File: config.mk
export PLATFORM = sky130hd
export DESIGN_NAME = hopf_flow_step_projector
export DESIGN_NICKNAME = d
export VERILOG_FILES = /design/src/rtl/hfsp_pkg.sv /design/src/rtl/hopf_flow_step_projector.sv /design/src/rtl/hfsp_mac.sv /design/src/rtl/hfsp_cordic.sv
export SDC_FILE = /design/constraint.sdc
export NUM_CORES = 2
export LEC_CHECK = 0
export BUFFER_PORTS_ARGS = -buffer_cell sky130_fd_sc_hd__buf_2
export CAP_MARGIN = 20
export CORE_AREA = 4 4 419 421
export CTS_CLUSTER_SIZE = 25
export DETAILED_ROUTE_END_ITERATION = 6
export DIE_AREA = 0 0 423 425
export HOLD_SLACK_MARGIN = 0.08
export MAX_ROUTING_LAYER = met4
export PLACE_DENSITY = 0.6
export RECOVER_POWER = 25
export SLEW_MARGIN = 20
export SYNTH_ARGS = -nofsm -noshare
export SYNTH_HDL_FRONTEND = slang
export SYNTH_HIERARCHICAL = 1
export SYNTH_SLANG_ARGS = --single-unit
File: constraint.sdc
create_clock -name clk_i -period 23.8 [get_ports clk_i]
set_input_delay 5.95 -clock clk_i [delete_from_list [all_inputs] [get_ports clk_i]]
set_output_delay 5.95 -clock clk_i [all_outputs]
set_load 0.005 [all_outputs]
File: src/rtl/hfsp_pkg.sv
// Shared types, codes and constants of the Hopf flow step projector.
package hfsp_pkg;

  localparam int unsigned CFG_DW = 31;
  localparam int unsigned CFG_IW = 2;

  localparam logic [CFG_IW-1:0] REG_MODE = 2'd0;
  localparam logic [CFG_IW-1:0] REG_COS  = 2'd1;
  localparam logic [CFG_IW-1:0] REG_SIN  = 2'd2;

  localparam logic OP_LOAD = 1'b0;
  localparam logic OP_STEP = 1'b1;

  localparam logic MODE_HOPF = 1'b0;

  localparam logic [CFG_DW-1:0] COS_RESET = 31'd1073720629;
  localparam logic [CFG_DW-1:0] SIN_RESET = 31'd6746519;

  // 1/K of the unbounded CORDIC in Q1.30, and pi/2 in Q2.29.
  localparam logic [CFG_DW-1:0] INV_GAIN_Q30 = 31'd652032874;
  localparam logic signed [31:0] HALF_PI_Q29 = 32'sd843314857;

  localparam logic signed [31:0] ATAN_HEAD [11] = '{
    32'sd421657428, 32'sd248918915, 32'sd131521918, 32'sd66762579, 32'sd33510843,
    32'sd16771758, 32'sd8387925, 32'sd4194219, 32'sd2097141, 32'sd1048575, 32'sd524288
  };

  typedef struct packed {
    logic              opcode;
    logic signed [31:0] start_x;
    logic signed [31:0] start_y;
    logic signed [31:0] start_z;
    logic signed [31:0] start_w;
  } in_t;

  typedef struct packed {
    logic signed [31:0] proj_first;
    logic signed [31:0] proj_second;
    logic signed [31:0] proj_third;
  } out_t;

  typedef struct packed {
    logic en;
    logic clr;
    logic neg;
  } mac_ctrl_t;

  typedef enum logic [2:0] {
    ST_IDLE,
    ST_PROJ,
    ST_MAC,
    ST_RND,
    ST_CORD,
    ST_OUT
  } state_e;

  typedef enum logic [1:0] {
    PH_STEP,
    PH_HOPF,
    PH_MAG
  } phase_e;

  // Arctangent of 2^-i in Q2.29.
  function automatic logic signed [31:0] atan_entry(input logic [7:0] i);
    if (i < 8'd11) begin
      return ATAN_HEAD[i[3:0]];
    end else if (i <= 8'd29) begin
      return $signed(32'(1) << (8'd29 - i));
    end else begin
      return '0;
    end
  endfunction

endpackage

File: src/rtl/hopf_flow_step_projector.sv
// Top level of the Hopf flow step projector: sequencer, point store and config.
//
// The block holds a point (x,y,z,w) on the unit 3-sphere with DATA_WIDTH-2
// fraction bits. A load beat sets the point from four Q1.30 values; a step beat
// moves it once along the Hopf field (-y,x,-w,z) with the cosine and sine
// coefficients. Each input beat yields exactly one output beat: in mode 0 the
// Hopf map to the 2-sphere, in mode 1 three hyperspherical angles from chained
// CORDIC vectorings, all in Q2.29 and the Hopf map with saturation. Every
// product goes through one shared multiply-accumulate unit that consumes one
// 16-bit digit per cycle (N = 2 digits up to a width of 32 bits, one more for
// each further 16 bits), and the angles come from one CORDIC unit doing one
// micro-rotation per cycle. A step beat runs the step and then the projection;
// a load beat runs only the projection. The input is not ready while an item
// is being worked on; a finished result waits in the output register and the
// next item may be accepted meanwhile. Configuration is written through a
// plain write port; the user must write it only while the block is idle, as
// the block itself does not enforce this.
module hopf_flow_step_projector #(
  parameter int unsigned DATA_WIDTH        = 32,
  parameter int unsigned CORDIC_ITERATIONS = 30
) (
  input  logic                           clk_i,
  input  logic                           rst_ni,
  input  logic                           cfg_we_i,
  input  logic [hfsp_pkg::CFG_IW-1:0]    cfg_idx_i,
  input  logic [hfsp_pkg::CFG_DW-1:0]    cfg_data_i,
  input  logic                           in_valid_i,
  output logic                           in_ready_o,
  input  hfsp_pkg::in_t                  in_data_i,
  output logic                           out_valid_o,
  input  logic                           out_ready_i,
  output hfsp_pkg::out_t                 out_data_o
);

  localparam int unsigned DW       = DATA_WIDTH;
  localparam int          FRAC     = DW - 2;
  localparam int unsigned AW       = DW + 4;
  localparam int unsigned BW       = (DW > 32) ? DW : 32;
  localparam int unsigned NCH      = (BW + 15) / 16;
  localparam int unsigned CIW      = $clog2(NCH);
  localparam int unsigned ACCW     = AW + 16 * NCH + 5;
  localparam int          SH_LOAD  = 30 - FRAC;
  localparam int          SH_STEP  = 30;
  localparam int          SH_HOPF  = 2 * FRAC - 30;
  localparam int          SH_HOPF3 = 2 * FRAC - 29;
  localparam int          SH_MAG   = 30;

  // Rescale by 2^-sh with the half LSB added first; a negative sh scales up.
  function automatic logic signed [ACCW-1:0] rscale(input logic signed [ACCW-1:0] v,
                                                    input int sh);
    logic signed [ACCW-1:0] half;
    logic signed [ACCW-1:0] r;
    half = '0;
    r    = v;
    if (sh > 0) begin
      half = ACCW'(1) << (sh - 1);
      r    = (v + half) >>> sh;
    end else if (sh < 0) begin
      r = v <<< (-sh);
    end
    return r;
  endfunction

  function automatic logic signed [ACCW-1:0] sat(input logic signed [ACCW-1:0] v,
                                                 input int w);
    logic signed [ACCW-1:0] maxv;
    logic signed [ACCW-1:0] minv;
    maxv = (ACCW'(1) << (w - 1)) - ACCW'(1);
    minv = -maxv - ACCW'(1);
    if (v > maxv) begin
      return maxv;
    end else if (v < minv) begin
      return minv;
    end
    return v;
  endfunction

  hfsp_pkg::state_e state_q, state_d;
  hfsp_pkg::phase_e phase_q;

  logic [1:0]              r_q, t_q, v_q, t_last;
  logic [CIW-1:0]          k_q;
  logic                    k_end, t_end, out_free, accept;
  logic signed [DW-1:0]    pt_q  [4];
  logic signed [DW-1:0]    nxt_q [3];
  logic signed [31:0]      res_q [3];
  logic                    mode_q;
  logic [hfsp_pkg::CFG_DW-1:0] cos_q, sin_q;
  hfsp_pkg::out_t          out_q;
  logic                    out_valid_q;

  hfsp_pkg::mac_ctrl_t     mac_ctrl;
  logic                    mac_neg;
  logic [1:0]              a_idx, b_idx;
  logic signed [AW-1:0]    a_op;
  logic signed [BW-1:0]    b_op;
  logic signed [ACCW-1:0]  acc;
  logic signed [ACCW-1:0]  rnd_step, rnd_hopf, rnd_mag;
  logic signed [DW-1:0]    load_pt [4];

  logic                    cdc_start, cdc_done;
  logic signed [AW-1:0]    cdc_x, cdc_y, cdc_mag;
  logic signed [31:0]      cdc_ang;

  assign accept   = in_valid_i && in_ready_o;
  assign out_free = !out_valid_q || out_ready_i;
  assign k_end    = (k_q == CIW'(NCH - 1));
  assign t_end    = (t_q == t_last);

  // Number of product terms minus one for the current result.
  always_comb begin
    case (phase_q)
      hfsp_pkg::PH_STEP: t_last = 2'd1;
      hfsp_pkg::PH_HOPF: t_last = (r_q == 2'd2) ? 2'd3 : 2'd1;
      default:           t_last = 2'd0;
    endcase
  end

  // Operand selection. In a step, the field term pairs x with y and z with w,
  // and carries a minus sign for the x and z components.
  always_comb begin
    a_idx   = r_q;
    b_idx   = r_q;
    mac_neg = 1'b0;
    case (phase_q)
      hfsp_pkg::PH_STEP: begin
        a_idx   = (t_q == 2'd0) ? r_q : (r_q ^ 2'd1);
        mac_neg = (t_q == 2'd1) && !r_q[0];
      end
      hfsp_pkg::PH_HOPF: begin
        case ({r_q, t_q})
          4'b00_00: begin a_idx = 2'd0; b_idx = 2'd2; end
          4'b00_01: begin a_idx = 2'd1; b_idx = 2'd3; end
          4'b01_00: begin a_idx = 2'd1; b_idx = 2'd2; end
          4'b01_01: begin a_idx = 2'd0; b_idx = 2'd3; mac_neg = 1'b1; end
          default: begin
            a_idx   = t_q;
            b_idx   = t_q;
            mac_neg = t_q[1];
          end
        endcase
      end
      default: ;
    endcase

    if (phase_q == hfsp_pkg::PH_MAG) begin
      a_op = cdc_mag;
      b_op = $signed(BW'(hfsp_pkg::INV_GAIN_Q30));
    end else if (phase_q == hfsp_pkg::PH_STEP) begin
      a_op = AW'(pt_q[a_idx]);
      b_op = $signed(BW'((t_q == 2'd0) ? cos_q : sin_q));
    end else begin
      a_op = AW'(pt_q[a_idx]);
      b_op = BW'(pt_q[b_idx]);
    end
  end

  always_comb begin
    rnd_step = sat(rscale(acc, SH_STEP), DW);
    rnd_hopf = sat(rscale(acc, (r_q == 2'd2) ? SH_HOPF3 : SH_HOPF), 32);
    rnd_mag  = rscale(acc, SH_MAG);
    load_pt[0] = DW'(sat(rscale(ACCW'(in_data_i.start_x), SH_LOAD), DW));
    load_pt[1] = DW'(sat(rscale(ACCW'(in_data_i.start_y), SH_LOAD), DW));
    load_pt[2] = DW'(sat(rscale(ACCW'(in_data_i.start_z), SH_LOAD), DW));
    load_pt[3] = DW'(sat(rscale(ACCW'(in_data_i.start_w), SH_LOAD), DW));
  end

  // The first vectoring takes (z, w); the later ones take the previous
  // magnitude straight from the rounding stage.
  always_comb begin
    case (v_q)
      2'd0:    cdc_x = AW'(pt_q[2]);
      2'd1:    cdc_x = AW'(pt_q[1]);
      default: cdc_x = AW'(pt_q[0]);
    endcase
    cdc_y = (v_q == 2'd0) ? AW'(pt_q[3]) : AW'(rnd_mag);
  end

  // Next state.
  always_comb begin
    state_d = state_q;
    unique case (state_q)
      hfsp_pkg::ST_IDLE: begin
        if (in_valid_i) begin
          state_d = (in_data_i.opcode == hfsp_pkg::OP_LOAD) ? hfsp_pkg::ST_PROJ
                                                            : hfsp_pkg::ST_MAC;
        end
      end
      hfsp_pkg::ST_PROJ: begin
        state_d = (mode_q == hfsp_pkg::MODE_HOPF) ? hfsp_pkg::ST_MAC : hfsp_pkg::ST_CORD;
      end
      hfsp_pkg::ST_MAC: begin
        if (k_end && t_end) begin
          state_d = hfsp_pkg::ST_RND;
        end
      end
      hfsp_pkg::ST_RND: begin
        case (phase_q)
          hfsp_pkg::PH_STEP:
            state_d = (r_q == 2'd3) ? hfsp_pkg::ST_PROJ : hfsp_pkg::ST_MAC;
          hfsp_pkg::PH_HOPF:
            state_d = (r_q == 2'd2) ? hfsp_pkg::ST_OUT : hfsp_pkg::ST_MAC;
          default:
            state_d = hfsp_pkg::ST_CORD;
        endcase
      end
      hfsp_pkg::ST_CORD: begin
        if (cdc_done) begin
          state_d = (v_q == 2'd2) ? hfsp_pkg::ST_OUT : hfsp_pkg::ST_MAC;
        end
      end
      hfsp_pkg::ST_OUT: begin
        if (out_free) begin
          state_d = hfsp_pkg::ST_IDLE;
        end
      end
      default: state_d = hfsp_pkg::ST_IDLE;
    endcase
  end

  // Control outputs of the sequencer.
  always_comb begin
    in_ready_o   = (state_q == hfsp_pkg::ST_IDLE);
    mac_ctrl.en  = (state_q == hfsp_pkg::ST_MAC);
    mac_ctrl.clr = (t_q == 2'd0) && (k_q == '0);
    mac_ctrl.neg = mac_neg;
    cdc_start    = ((state_q == hfsp_pkg::ST_PROJ) && (mode_q != hfsp_pkg::MODE_HOPF)) ||
                   ((state_q == hfsp_pkg::ST_RND) && (phase_q == hfsp_pkg::PH_MAG));
  end

  always_ff @(posedge clk_i or negedge rst_ni) begin
    if (!rst_ni) begin
      state_q     <= hfsp_pkg::ST_IDLE;
      phase_q     <= hfsp_pkg::PH_STEP;
      r_q         <= '0;
      t_q         <= '0;
      k_q         <= '0;
      v_q         <= '0;
      out_valid_q <= 1'b0;
      mode_q      <= hfsp_pkg::MODE_HOPF;
      cos_q       <= hfsp_pkg::COS_RESET;
      sin_q       <= hfsp_pkg::SIN_RESET;
      for (int i = 0; i < 4; i++) begin
        pt_q[i] <= '0;
      end
    end else begin
      state_q <= state_d;

      if (cfg_we_i) begin
        unique case (cfg_idx_i)
          hfsp_pkg::REG_MODE: mode_q <= cfg_data_i[0];
          hfsp_pkg::REG_COS:  cos_q  <= cfg_data_i;
          hfsp_pkg::REG_SIN:  sin_q  <= cfg_data_i;
          default: ;
        endcase
      end

      if (state_q == hfsp_pkg::ST_OUT && out_free) begin
        out_valid_q <= 1'b1;
      end else if (out_ready_i) begin
        out_valid_q <= 1'b0;
      end

      case (state_q)
        hfsp_pkg::ST_IDLE: begin
          if (accept) begin
            phase_q <= hfsp_pkg::PH_STEP;
            r_q     <= '0;
            t_q     <= '0;
            k_q     <= '0;
            v_q     <= '0;
            if (in_data_i.opcode == hfsp_pkg::OP_LOAD) begin
              for (int i = 0; i < 4; i++) begin
                pt_q[i] <= load_pt[i];
              end
            end
          end
        end
        hfsp_pkg::ST_PROJ: begin
          phase_q <= (mode_q == hfsp_pkg::MODE_HOPF) ? hfsp_pkg::PH_HOPF : hfsp_pkg::PH_MAG;
          r_q     <= '0;
          t_q     <= '0;
          k_q     <= '0;
        end
        hfsp_pkg::ST_MAC: begin
          if (k_end) begin
            k_q <= '0;
            t_q <= t_end ? 2'd0 : t_q + 2'd1;
          end else begin
            k_q <= k_q + 1'b1;
          end
        end
        hfsp_pkg::ST_RND: begin
          if (phase_q != hfsp_pkg::PH_MAG) begin
            r_q <= r_q + 2'd1;
          end
          // The new point is only committed once all four components are known.
          if (phase_q == hfsp_pkg::PH_STEP && r_q == 2'd3) begin
            pt_q[0] <= nxt_q[0];
            pt_q[1] <= nxt_q[1];
            pt_q[2] <= nxt_q[2];
            pt_q[3] <= DW'(rnd_step);
          end
        end
        hfsp_pkg::ST_CORD: begin
          if (cdc_done) begin
            v_q <= v_q + 2'd1;
          end
        end
        default: ;
      endcase
    end
  end

  always_ff @(posedge clk_i) begin
    if (state_q == hfsp_pkg::ST_RND) begin
      if (phase_q == hfsp_pkg::PH_STEP && r_q != 2'd3) begin
        nxt_q[r_q] <= DW'(rnd_step);
      end
      if (phase_q == hfsp_pkg::PH_HOPF && r_q != 2'd3) begin
        res_q[r_q] <= 32'(rnd_hopf);
      end
    end
    if (state_q == hfsp_pkg::ST_CORD && cdc_done && v_q != 2'd3) begin
      res_q[2'd2 - v_q] <= cdc_ang;
    end
    if (state_q == hfsp_pkg::ST_OUT && out_free) begin
      out_q.proj_first  <= res_q[0];
      out_q.proj_second <= res_q[1];
      out_q.proj_third  <= res_q[2];
    end
  end

  hfsp_mac #(
    .AW   (AW),
    .BW   (BW),
    .NCH  (NCH),
    .CIW  (CIW),
    .ACCW (ACCW)
  ) u_mac (
    .clk_i   (clk_i),
    .rst_ni  (rst_ni),
    .ctrl_i  (mac_ctrl),
    .chunk_i (k_q),
    .a_i     (a_op),
    .b_i     (b_op),
    .acc_o   (acc)
  );

  hfsp_cordic #(
    .CW   (AW),
    .ITER (CORDIC_ITERATIONS)
  ) u_cordic (
    .clk_i   (clk_i),
    .rst_ni  (rst_ni),
    .start_i (cdc_start),
    .x_i     (cdc_x),
    .y_i     (cdc_y),
    .done_o  (cdc_done),
    .ang_o   (cdc_ang),
    .mag_o   (cdc_mag)
  );

  assign out_valid_o = out_valid_q;
  assign out_data_o  = out_q;

`ifndef SYNTHESIS
  // Once a beat is taken the block is busy for at least the next cycle.
  a_busy_after_accept: assert property (@(posedge clk_i) disable iff (!rst_ni)
    accept |=> !in_ready_o)
    else $error("input ready directly after an accepted beat");

  // The CORDIC unit only finishes while the sequencer waits for it.
  a_cordic_done_owned: assert property (@(posedge clk_i) disable iff (!rst_ni)
    cdc_done |-> (state_q == hfsp_pkg::ST_CORD))
    else $error("CORDIC finished outside its wait state");

  // A magnitude correction is a single product term.
  a_mag_one_term: assert property (@(posedge clk_i) disable iff (!rst_ni)
    (state_q == hfsp_pkg::ST_MAC && phase_q == hfsp_pkg::PH_MAG) |-> (t_q == 2'd0))
    else $error("magnitude correction ran past one term");

  // Leaving the output state always presents a result and frees the input.
  a_out_handover: assert property (@(posedge clk_i) disable iff (!rst_ni)
    (state_q == hfsp_pkg::ST_OUT && out_free) |=> (out_valid_o && in_ready_o))
    else $error("result not presented when leaving the output state");
`endif

endmodule

File: src/rtl/hfsp_mac.sv
// Shared multiply-accumulate unit, one 16-bit digit of the second operand per enabled cycle.
module hfsp_mac #(
  parameter int unsigned AW   = 36,
  parameter int unsigned BW   = 32,
  parameter int unsigned NCH  = 2,
  parameter int unsigned CIW  = 1,
  parameter int unsigned ACCW = 73
) (
  input  logic                    clk_i,
  input  logic                    rst_ni,
  input  hfsp_pkg::mac_ctrl_t     ctrl_i,
  input  logic [CIW-1:0]          chunk_i,
  input  logic signed [AW-1:0]    a_i,
  input  logic signed [BW-1:0]    b_i,
  output logic signed [ACCW-1:0]  acc_o
);

  localparam int unsigned XW = NCH * 16;

  logic signed [XW-1:0]     bx;
  logic signed [16:0]       digit;
  logic signed [AW+16:0]    prod;
  logic signed [ACCW-1:0]   term;
  logic signed [ACCW-1:0]   base;
  logic signed [ACCW-1:0]   acc_d, acc_q;

  // The top digit carries the sign; the lower ones are unsigned.
  always_comb begin
    bx = XW'(b_i);
    if (chunk_i == CIW'(NCH - 1)) begin
      digit = 17'($signed(bx[XW-1 -: 16]));
    end else begin
      digit = $signed({1'b0, bx[16*chunk_i +: 16]});
    end
    prod  = AW'(a_i) * digit;
    term  = ACCW'(prod) <<< (16 * chunk_i);
    base  = ctrl_i.clr ? '0 : acc_q;
    acc_d = ctrl_i.neg ? base - term : base + term;
  end

  always_ff @(posedge clk_i or negedge rst_ni) begin
    if (!rst_ni) begin
      acc_q <= '0;
    end else if (ctrl_i.en) begin
      acc_q <= acc_d;
    end
  end

  assign acc_o = acc_q;

endmodule

File: src/rtl/hfsp_cordic.sv
// CORDIC vectoring unit, one micro-rotation per cycle.
module hfsp_cordic #(
  parameter int unsigned CW   = 36,
  parameter int unsigned ITER = 30
) (
  input  logic                  clk_i,
  input  logic                  rst_ni,
  input  logic                  start_i,
  input  logic signed [CW-1:0]  x_i,
  input  logic signed [CW-1:0]  y_i,
  output logic                  done_o,
  output logic signed [31:0]    ang_o,
  output logic signed [CW-1:0]  mag_o
);

  localparam int unsigned IW = $clog2(ITER + 1);

  logic                 run_q, done_q, zero_q;
  logic [IW-1:0]        it_q;
  logic signed [CW-1:0] xv_q, yv_q;
  logic signed [31:0]   ang_q;
  logic signed [CW-1:0] x0, y0, dx, dy;
  logic signed [31:0]   a0, at;

  // A vector in the left half plane is first turned by a quarter turn.
  always_comb begin
    x0 = x_i;
    y0 = y_i;
    a0 = '0;
    if (x_i < 0) begin
      if (y_i >= 0) begin
        x0 = y_i;
        y0 = -x_i;
        a0 = hfsp_pkg::HALF_PI_Q29;
      end else begin
        x0 = -y_i;
        y0 = x_i;
        a0 = -hfsp_pkg::HALF_PI_Q29;
      end
    end
    dx = yv_q >>> it_q;
    dy = xv_q >>> it_q;
    at = hfsp_pkg::atan_entry(8'(it_q));
  end

  always_ff @(posedge clk_i or negedge rst_ni) begin
    if (!rst_ni) begin
      run_q  <= 1'b0;
      done_q <= 1'b0;
      it_q   <= '0;
    end else begin
      done_q <= 1'b0;
      if (start_i) begin
        run_q <= 1'b1;
        it_q  <= '0;
      end else if (run_q) begin
        it_q <= it_q + 1'b1;
        if (it_q == IW'(ITER - 1)) begin
          run_q  <= 1'b0;
          done_q <= 1'b1;
        end
      end
    end
  end

  always_ff @(posedge clk_i) begin
    if (start_i) begin
      xv_q   <= x0;
      yv_q   <= y0;
      ang_q  <= a0;
      zero_q <= (x_i == 0) && (y_i == 0);
    end else if (run_q) begin
      if (yv_q >= 0) begin
        xv_q  <= xv_q + dx;
        yv_q  <= yv_q - dy;
        ang_q <= ang_q + at;
      end else begin
        xv_q  <= xv_q - dx;
        yv_q  <= yv_q + dy;
        ang_q <= ang_q - at;
      end
    end
  end

  assign done_o = done_q;
  assign ang_o  = zero_q ? '0 : ang_q;
  assign mag_o  = xv_q;

endmodule
* Word level (Yosys, flattened, before mapping) *
Memory sizes are Yosys's and may differ from the RTL's. A register that Yosys moved wholly into a read port is not among the register bits.
Cells that the tools add are included.

operators by class
  magnitude comparators = 22
  reduce and logical (&&, ||, !) cells = 48
  $add $sub $neg = 21
  shifts and indexed selects = 8
  $mul = 1
  eq/ne operators = 31
  multiplexer cells = 126
  bitwise gates (word level) = 5

operators with widths
  operator                                                                         number
  32-bit two-way mux                                                               35
  36-bit two-way mux                                                               12
  128-bit two-way mux                                                              3
  73-bit two-way mux                                                               4
  128-bit case mux with 2 select lines                                             1
  73-bit adder                                                                     2
  32-bit binary-select mux with 2-bit select                                       2
  32-bit > comparator (second input constant)                                      4
  32-bit less-than comparator (second input constant)                              4
  73-bit by 31-bit adder with 73-bit output (second input constant)                1
  73-bit by 32-bit > comparator with 1-bit output (second input constant)          1
  73-bit by 32-bit less-than comparator with 1-bit output (second input constant)  1
  1-bit by 32-bit left shift with 73-bit output (first input constant)             1
  53-bit by 5-bit <<< shifter with 73-bit output                                   1
  73-bit by 32-bit <<< shifter with 73-bit output                                  1
  73-bit by 5-bit >>> shifter with 73-bit output                                   1
  73-bit subtractor                                                                1
  36-bit adder                                                                     2
  36-bit by 1-bit >= comparator with 1-bit output (second input constant)          2
  36-bit logical NOT                                                               2
  36-bit negator                                                                   2
  36-bit case mux with 2 select lines                                              1
  36-bit by 5-bit >>> shifter with 36-bit output                                   2
  36-bit subtractor                                                                2
  61 further kinds                                                                 174

storage, ports and cells
  bits of input ports = 167
  register bits = 389
  ROM bits = 512
  output and inout port bits = 98
  memories kept = 3
  bits in writable memories = 192
  logic and storage cells = 287

memory list
  memory            words  width  read ports  clocked after Yosys merged registers in  write ports  RTL line                        source
  (name not given)  16     32     1           0                                        0            hfsp_pkg.sv:66                  return ATAN_HEAD[i[3:0]];
  nxt_q             3      32     3           0                                        1            hopf_flow_step_projector.sv:85  logic signed [DW-1:0] nxt_q [3];
  res_q             3      32     3           3                                        1            hopf_flow_step_projector.sv:86  logic signed [31:0] res_q [3];

* Longest topological paths before layout *
  word-level depth = 16
  depth in mapped cells = 56
  mapped depth without buffers = 52

* Modules after synthesis *
The synthesis kept the hierarchy.

by module, submodules not included
  module                    sequential area each (um^2)  times used  area each (um^2)  cells each
  hfsp_mac                  1,826.8                      1           31,730.4          3,798
  hopf_flow_step_projector  13,799.5                     1           24,915.1          2,454
  hfsp_cordic               3,328.2                      1           20,353.3          2,465

* Least setup slack after synthesis *
Ideal clock, no wire load.

  path type = reg-to-reg
  start = reg t_q[0]
  end = reg u_mac.acc_q[72] (netlist: u_mac/acc_o[72])
  path buffers = 4
  data required time = 23.674 ns
  library setup time = 0.126 ns
  data arrival time = 12.675 ns
  slack = 10.999 ns
  clock period less this slack = 12.801 ns
  cell stages (with the launch flop) = 50
  cells stage by stage = dfrtp_1 > inv_1 > ha_1 > clkbuf_1 > o22ai_1 > nand2_1 > a21oi_1 > a21oi_1 > clkbuf_1 > mux4_2 > nand2_1 > o21ai_0 > mux2i_1 > clkbuf_1 > nor2b_1 > ha_1 > fa_1 > inv_1 > (+14 left out) > a221oi_2 > nand4_1 > and4bb_4 > a31oi_1 > xor2_1 > ha_1 > clkbuf_1 > nand4_1 > or3_1 > nor4_1 > o21bai_1 > a32o_1 > o21ai_0 > nand4_1 > a21oi_1 > xnor2_1 > nor3_1 > a311o_1

on the way
  cells in the longest elaborated chain, start to end = 16
  elaborated cells between the ends (all ways) = 40
  those cells by class = add/sub (2); mul (1); eq/ne (4); shift (2); mux (20); bitwise (2); reduce/logical (9)

RTL lines
  what                                                                    RTL line                         source
  start: declaration                                                      hopf_flow_step_projector.sv:81   logic [1:0] r_q, t_q, v_q, t_last;
  start signal: assignment                                                hopf_flow_step_projector.sv:288  t_q <= t_end ? 2'd0 : t_q + 2'd1;
  4-bit by 3-bit equality test with 1-bit output (tied with other cells)  hopf_flow_step_projector.sv:131  case ({r_q, t_q})
  2-bit OR reduction (no source line)                                     -
  2-bit case mux with 2 select lines                                      hopf_flow_step_projector.sv:131
  2-bit two-way mux                                                       hopf_flow_step_projector.sv:125  case (phase_q)
  2-bit inverter with 3-bit output (not written as such)                  hopf_flow_step_projector.sv:154  b_op = BW'(pt_q[b_idx]);
  32-bit binary-select mux with 2-bit select                              hopf_flow_step_projector.sv:154
  32-bit two-way mux (not written as such) (2 in a row)                   hopf_flow_step_projector.sv:154
  32-bit two-way mux *                                                    hopf_flow_step_projector.sv:149  end else if (phase_q == hfsp_pkg::PH_STEP) begin
  32-bit two-way mux *                                                    hopf_flow_step_projector.sv:146  if (phase_q == hfsp_pkg::PH_MAG) begin
  net b_op[17]                                                            hopf_flow_step_projector.sv:96   logic signed [BW-1:0] b_op;
  32-bit by 6-bit indexed part select with 16-bit output                  hfsp_mac.sv:33                   digit = $signed({1'b0, bx[16*chunk_i +: 16]});
  17-bit two-way mux *                                                    hfsp_mac.sv:30                   if (chunk_i == CIW'(NCH - 1)) begin
  36-bit by 17-bit multiplier with 53-bit output *                        hfsp_mac.sv:35                   prod = AW'(a_i) * digit;
  53-bit by 5-bit <<< shifter with 73-bit output *                        hfsp_mac.sv:36                   term = ACCW'(prod) <<< (16 * chunk_i);
  73-bit adder / 73-bit subtractor (equally long branches)                hfsp_mac.sv:38                   acc_d = ctrl_i.neg ? base - term : base + term;
  73-bit two-way mux *                                                    hfsp_mac.sv:38
  end signal: assignment                                                  hfsp_mac.sv:43                   acc_q <= '0;
  end signal: assignment                                                  hfsp_mac.sv:45                   acc_q <= acc_d;
  end: declaration                                                        hfsp_mac.sv:25                   logic signed [ACCW-1:0] acc_d, acc_q;

The timed path passes the listed nets; every way through them passes the cells marked *. The select of a mux whose other input is x is not followed.
A chain may end at the register's enable or synchronous reset.

* Worst setup path after layout *
Ends and elaborated chain as after synthesis.

==> results summary <==
The flow ran to the end, but the final reports show violations. The final reports fail on max-capacitance violations, max-slew violations. The multi-input combinational cells in the finished layout cover a total of approximately 0.053 sq mm.

The worst setup path is captured at a register. The mean post-synth cell area came out at 8.83 sq um. The post-route core utilization came out at between 40 and 50%. The all-layer global routing usage came out at between 30% and 40%. By area the synthesized netlist is led by sky130_fd_sc_hd__edfxtp_1, sky130_fd_sc_hd__fa_1, sky130_fd_sc_hd__dfrtp_1. The areal power density over the cells came out at 33.1 mW/mm^2. By instance count, the leading cell after synthesis is sky130_fd_sc_hd__nand2_1. Setup repair after global routing left no endpoint under its margin. The number of max-slew violations in the final report came out at 670. For this configuration, the core starts out at a cell density of about 45%. Across the run, the number of max-cap violations was 15. The number of endpoints with negative hold slack in the final report came out at 0. The detailed router's first-iteration violation count came out at a little under 8000.

The cell count after synthesis is about 8700. The worst max-slew margin expressed relative to the limit is -191%. The routed layout has between 60000 and 70000 vias. The number of clock buffers added by TritonCTS is 81. The largest net degree at the start of global routing is 110. The main flop type after synthesis is sky130_fd_sc_hd__edfxtp_1. STA classifies the critical path startpoint as a register. Hold repair after CTS inserted 0 buffers. At the pin with the least slew margin, the transition time is 4.37 ns. The number of library cell types mapped by synthesis came out at roughly 140. The clock edge transition at the registers on the reported setup and hold paths is approximately 0.060 ns. The setup TNS after final layout came out at 0 ns.

The number of enable-type register cells in the synthesized netlist came out at 393. The number of fill cells in the layout came out at around 17000. The switching power came out at 676 uW.

The internal power component is approximately 2.1 mW. The net count of the finished layout came out at 9783. At the later pin of the worst-skew pair, clock insertion delay measures between 0.7 and 0.8 ns. The initial antenna violation count is 12. In the final layout, the share of cells above drive strength 1 is between 10% and 20%. The post-route clock period utilization is between 60% and 70%.

Setup violations remaining at the end of the flow were counted as 0. For this design, the slowest cell found on the critical path is sky130_fd_sc_hd__fa_1. The root buffer cell chosen for the clock tree is sky130_fd_sc_hd__clkbuf_16. The total grt overflow came out at 0. The cell type with the highest occurrence count on the critical path is sky130_fd_sc_hd__inv_1.

The share of Yosys cell area claimed by the top area cell type is between 10% and 20%. The leakage power is ~36 nW. The number of buffers between clock root and the deepest sink came out at 3. The total wire length came out at between 200 and 300 mm. The data arrival time of the worst path came out at approximately 16 ns. The register area share after synthesis came out at 24.6%. The global-route wire length before repair came out at 432 mm. Measured along the x axis, the die boundary spans ~420 microns. The pre-antenna-repair detailed-routing pass consisted of 7 iterations. The number of buffer cells added on primary ports came out at between 200 and 300.

TritonCTS built the clock tree. The number of resized instances in the post-cts repair step came out at 0. The part of the total power dissipated in the clock network came out at 47.8%. The fraction of synthesis flops using an asynchronous set or reset pin is roughly two fifths. The routed length per placed instance is around 26 microns. The via count of the first global-routing pass is roughly 65000. The detailed-route DRC error count came out at 0. The maximum vdd ir drop came out at about 0.065 mV. The remaining number of nets flagged by the antenna check after routing is 0. The total number of yosys warnings is 6. sky130_fd_sc_hd__edfxtp_1 takes more of the synthesized area than any other cell. Based on the critical path, the design can be clocked at up to 64.6 MHz.

The die is roughly 430 microns tall. In this run the post-CTS setup repair buffer count came out at 0. The H-tree was split into 3 levels. The path class of the tightest hold or removal check is register to register.

In this run, the combinational gates consume around 5.6% of the power. The signed area change from the synthesized netlist to the final layout is 7.82%. Synthesis inferred 677 register bits.

The data required time of the worst path is 24.40 ns. The maximum clock skew at final layout came out at a little over 0.05 ns. The floorplan core area came out at 0.171 sq mm. The top-level I/O count is approximately 270. The die covers approximately 0.18 sq mm. The number of rows created at floorplan is 152. In this run the worst path has a maximum fanout of 38. Sorting the synthesized cells by how often they occur yields sky130_fd_sc_hd__nand2_1, sky130_fd_sc_hd__inv_1, sky130_fd_sc_hd__fa_1, sky130_fd_sc_hd__nor2_1, sky130_fd_sc_hd__o21ai_0. The post-DP HPWL came out at ~220 mm. The share of total power dissipated in sequential elements is between 40% and 50%. The mean number of vias per cell came out at ~6.1. The switching portion of total power came out at 24.6%. The minimum period implied by the final worst setup slack is approximately 15 ns. The critical path class is register to register. The clock net sink count is just under 700. The number of nets handed over by synthesis was a little under 10000.

The area of all sequential standard cells is ~0.019 sq mm. The delay of the slowest cell on the worst path came out at 1.22 ns. The final weighted congestion in routability-driven placement came out at a little over 1.

The netlist area before placement came out at about 0.077 sq mm.
## cells in the final DEF (no fill, tap or decap), types with 112 or more instances in the layout
master,instances
sky130_fd_sc_hd__nor2_1,508
sky130_fd_sc_hd__a21o_1,112
sky130_fd_sc_hd__nand2_1,1372
sky130_fd_sc_hd__and2_1,197
sky130_fd_sc_hd__ha_1,330
sky130_fd_sc_hd__fa_1,585
sky130_fd_sc_hd__buf_2,263
sky130_fd_sc_hd__nor3_1,112
sky130_fd_sc_hd__mux2_2,197
sky130_fd_sc_hd__nand3_1,206
sky130_fd_sc_hd__o21ai_0,391
sky130_fd_sc_hd__xnor2_1,243
sky130_fd_sc_hd__mux2i_1,119
sky130_fd_sc_hd__xor2_1,216
sky130_fd_sc_hd__dfrtp_1,241
sky130_fd_sc_hd__a21oi_1,365
sky130_fd_sc_hd__inv_1,774
sky130_fd_sc_hd__nor2b_1,218
sky130_fd_sc_hd__a31oi_1,159
sky130_fd_sc_hd__buf_4,120
sky130_fd_sc_hd__edfxtp_1,393
## sequential cells by signal (all words and copies together), names as in the netlist, 32 cells and up
register	count
nxt_q	96
out_data_o	96
pt_q	128
res_q	96
u_cordic/ang_q	32
u_cordic/mag_o	36
u_cordic/yv_q	36
u_mac/acc_o	73
## per-stage QoR
step / hold WS [ns] / setup slack (ns) / instances / total power [mW] / cell area [sq um]
floorplan: 0.400 / 11.00 / 8717 / 1.37 / 77000
global placement: 0.400 / 8.43 / 10900 / 1.45 / 80300
CTS: 0.411 / 8.50 / 11100 / 2.77 / 83100
finish: 0.412 / 8.32 / 11100 / 2.75 / 83000
global route: 0.410 / 7.51 / 11100 / 2.83 / 83000
detailed placement: 0.405 / 8.54 / 10900 / 1.45 / 80300
## per-layer routing
metal	routed length, microns	global-route usage [%]	vias up	part of all wire (%)
met5	0	-	-	0
met4	12000	11.6	0	4.1
met3	27800	6.40	490	9.6
met2	124000	46.6	3361	43
met1	126000	45.8	33900	44
li1	-	-	30300	-
## path summary, 6_finish.rpt
check	start	to	slack, ns	depth (start not counted)
worst max-delay path	t_q[0]	u_mac/acc_o[72]	8.32	48
worst min-delay path	res_q[1][24]	out_data_o[56]	0.41	0
worst max register to register	t_q[0]	u_mac/acc_o[72]	8.32	48
worst min register to register	res_q[1][24]	out_data_o[56]	0.41	0
max in group asynchronous	rst_ni	u_mac/acc_o[12]	16.60	3
min in group asynchronous	rst_ni	pt_q[73]	5.26	1
## critical path, delay by kind of cell, from the launching register on
kind	cells	cell delay (ns)
AO/OA/AOI/OAI	16	4.74
adder cells (fa/ha/maj)	8	4.32
AND/OR/NAND/NOR	13	3.28
buffers and inverters	8	1.82
flip-flops	1	0.44
XOR/XNOR	2	0.40
multiplexers	1	0.24
## layout make-up
cell class	instances	area share, %
antenna	17	0.0512
clock buffer	114	2.83
clock inverter	37	0.544
inverter	779	3.52
multi-input combinational	6760	63.9
sequential	677	22.9
tap	2310	3.48
timing repair buffer	400	2.78
## power groups by stage
stage	logic [mW]	registers, mW	clock network, mW
after global placement	0.149	1.30	0
after global routing	0.163	1.28	1.39
after floorplan	0.0698	1.30	0
final	0.154	1.28	1.31
after detailed placement	0.152	1.30	0
after CTS	0.152	1.28	1.34
## logic make-up (layout without fill, tap and decap cells)
logic type	count (synthesis)	in the layout	synth area share, %
compound gates	1862	1862	16.2
xor+xnor	464	464	5.30
fa+ha+maj	917	917	20.6
buf+inv	1280	1330	6.73
flops	677	677	24.6
mux	427	427	7.63
other cells	0	17	0
simple gates	3090	3090	19.0
No activity file was read; power rests on OpenSTA's default activity.
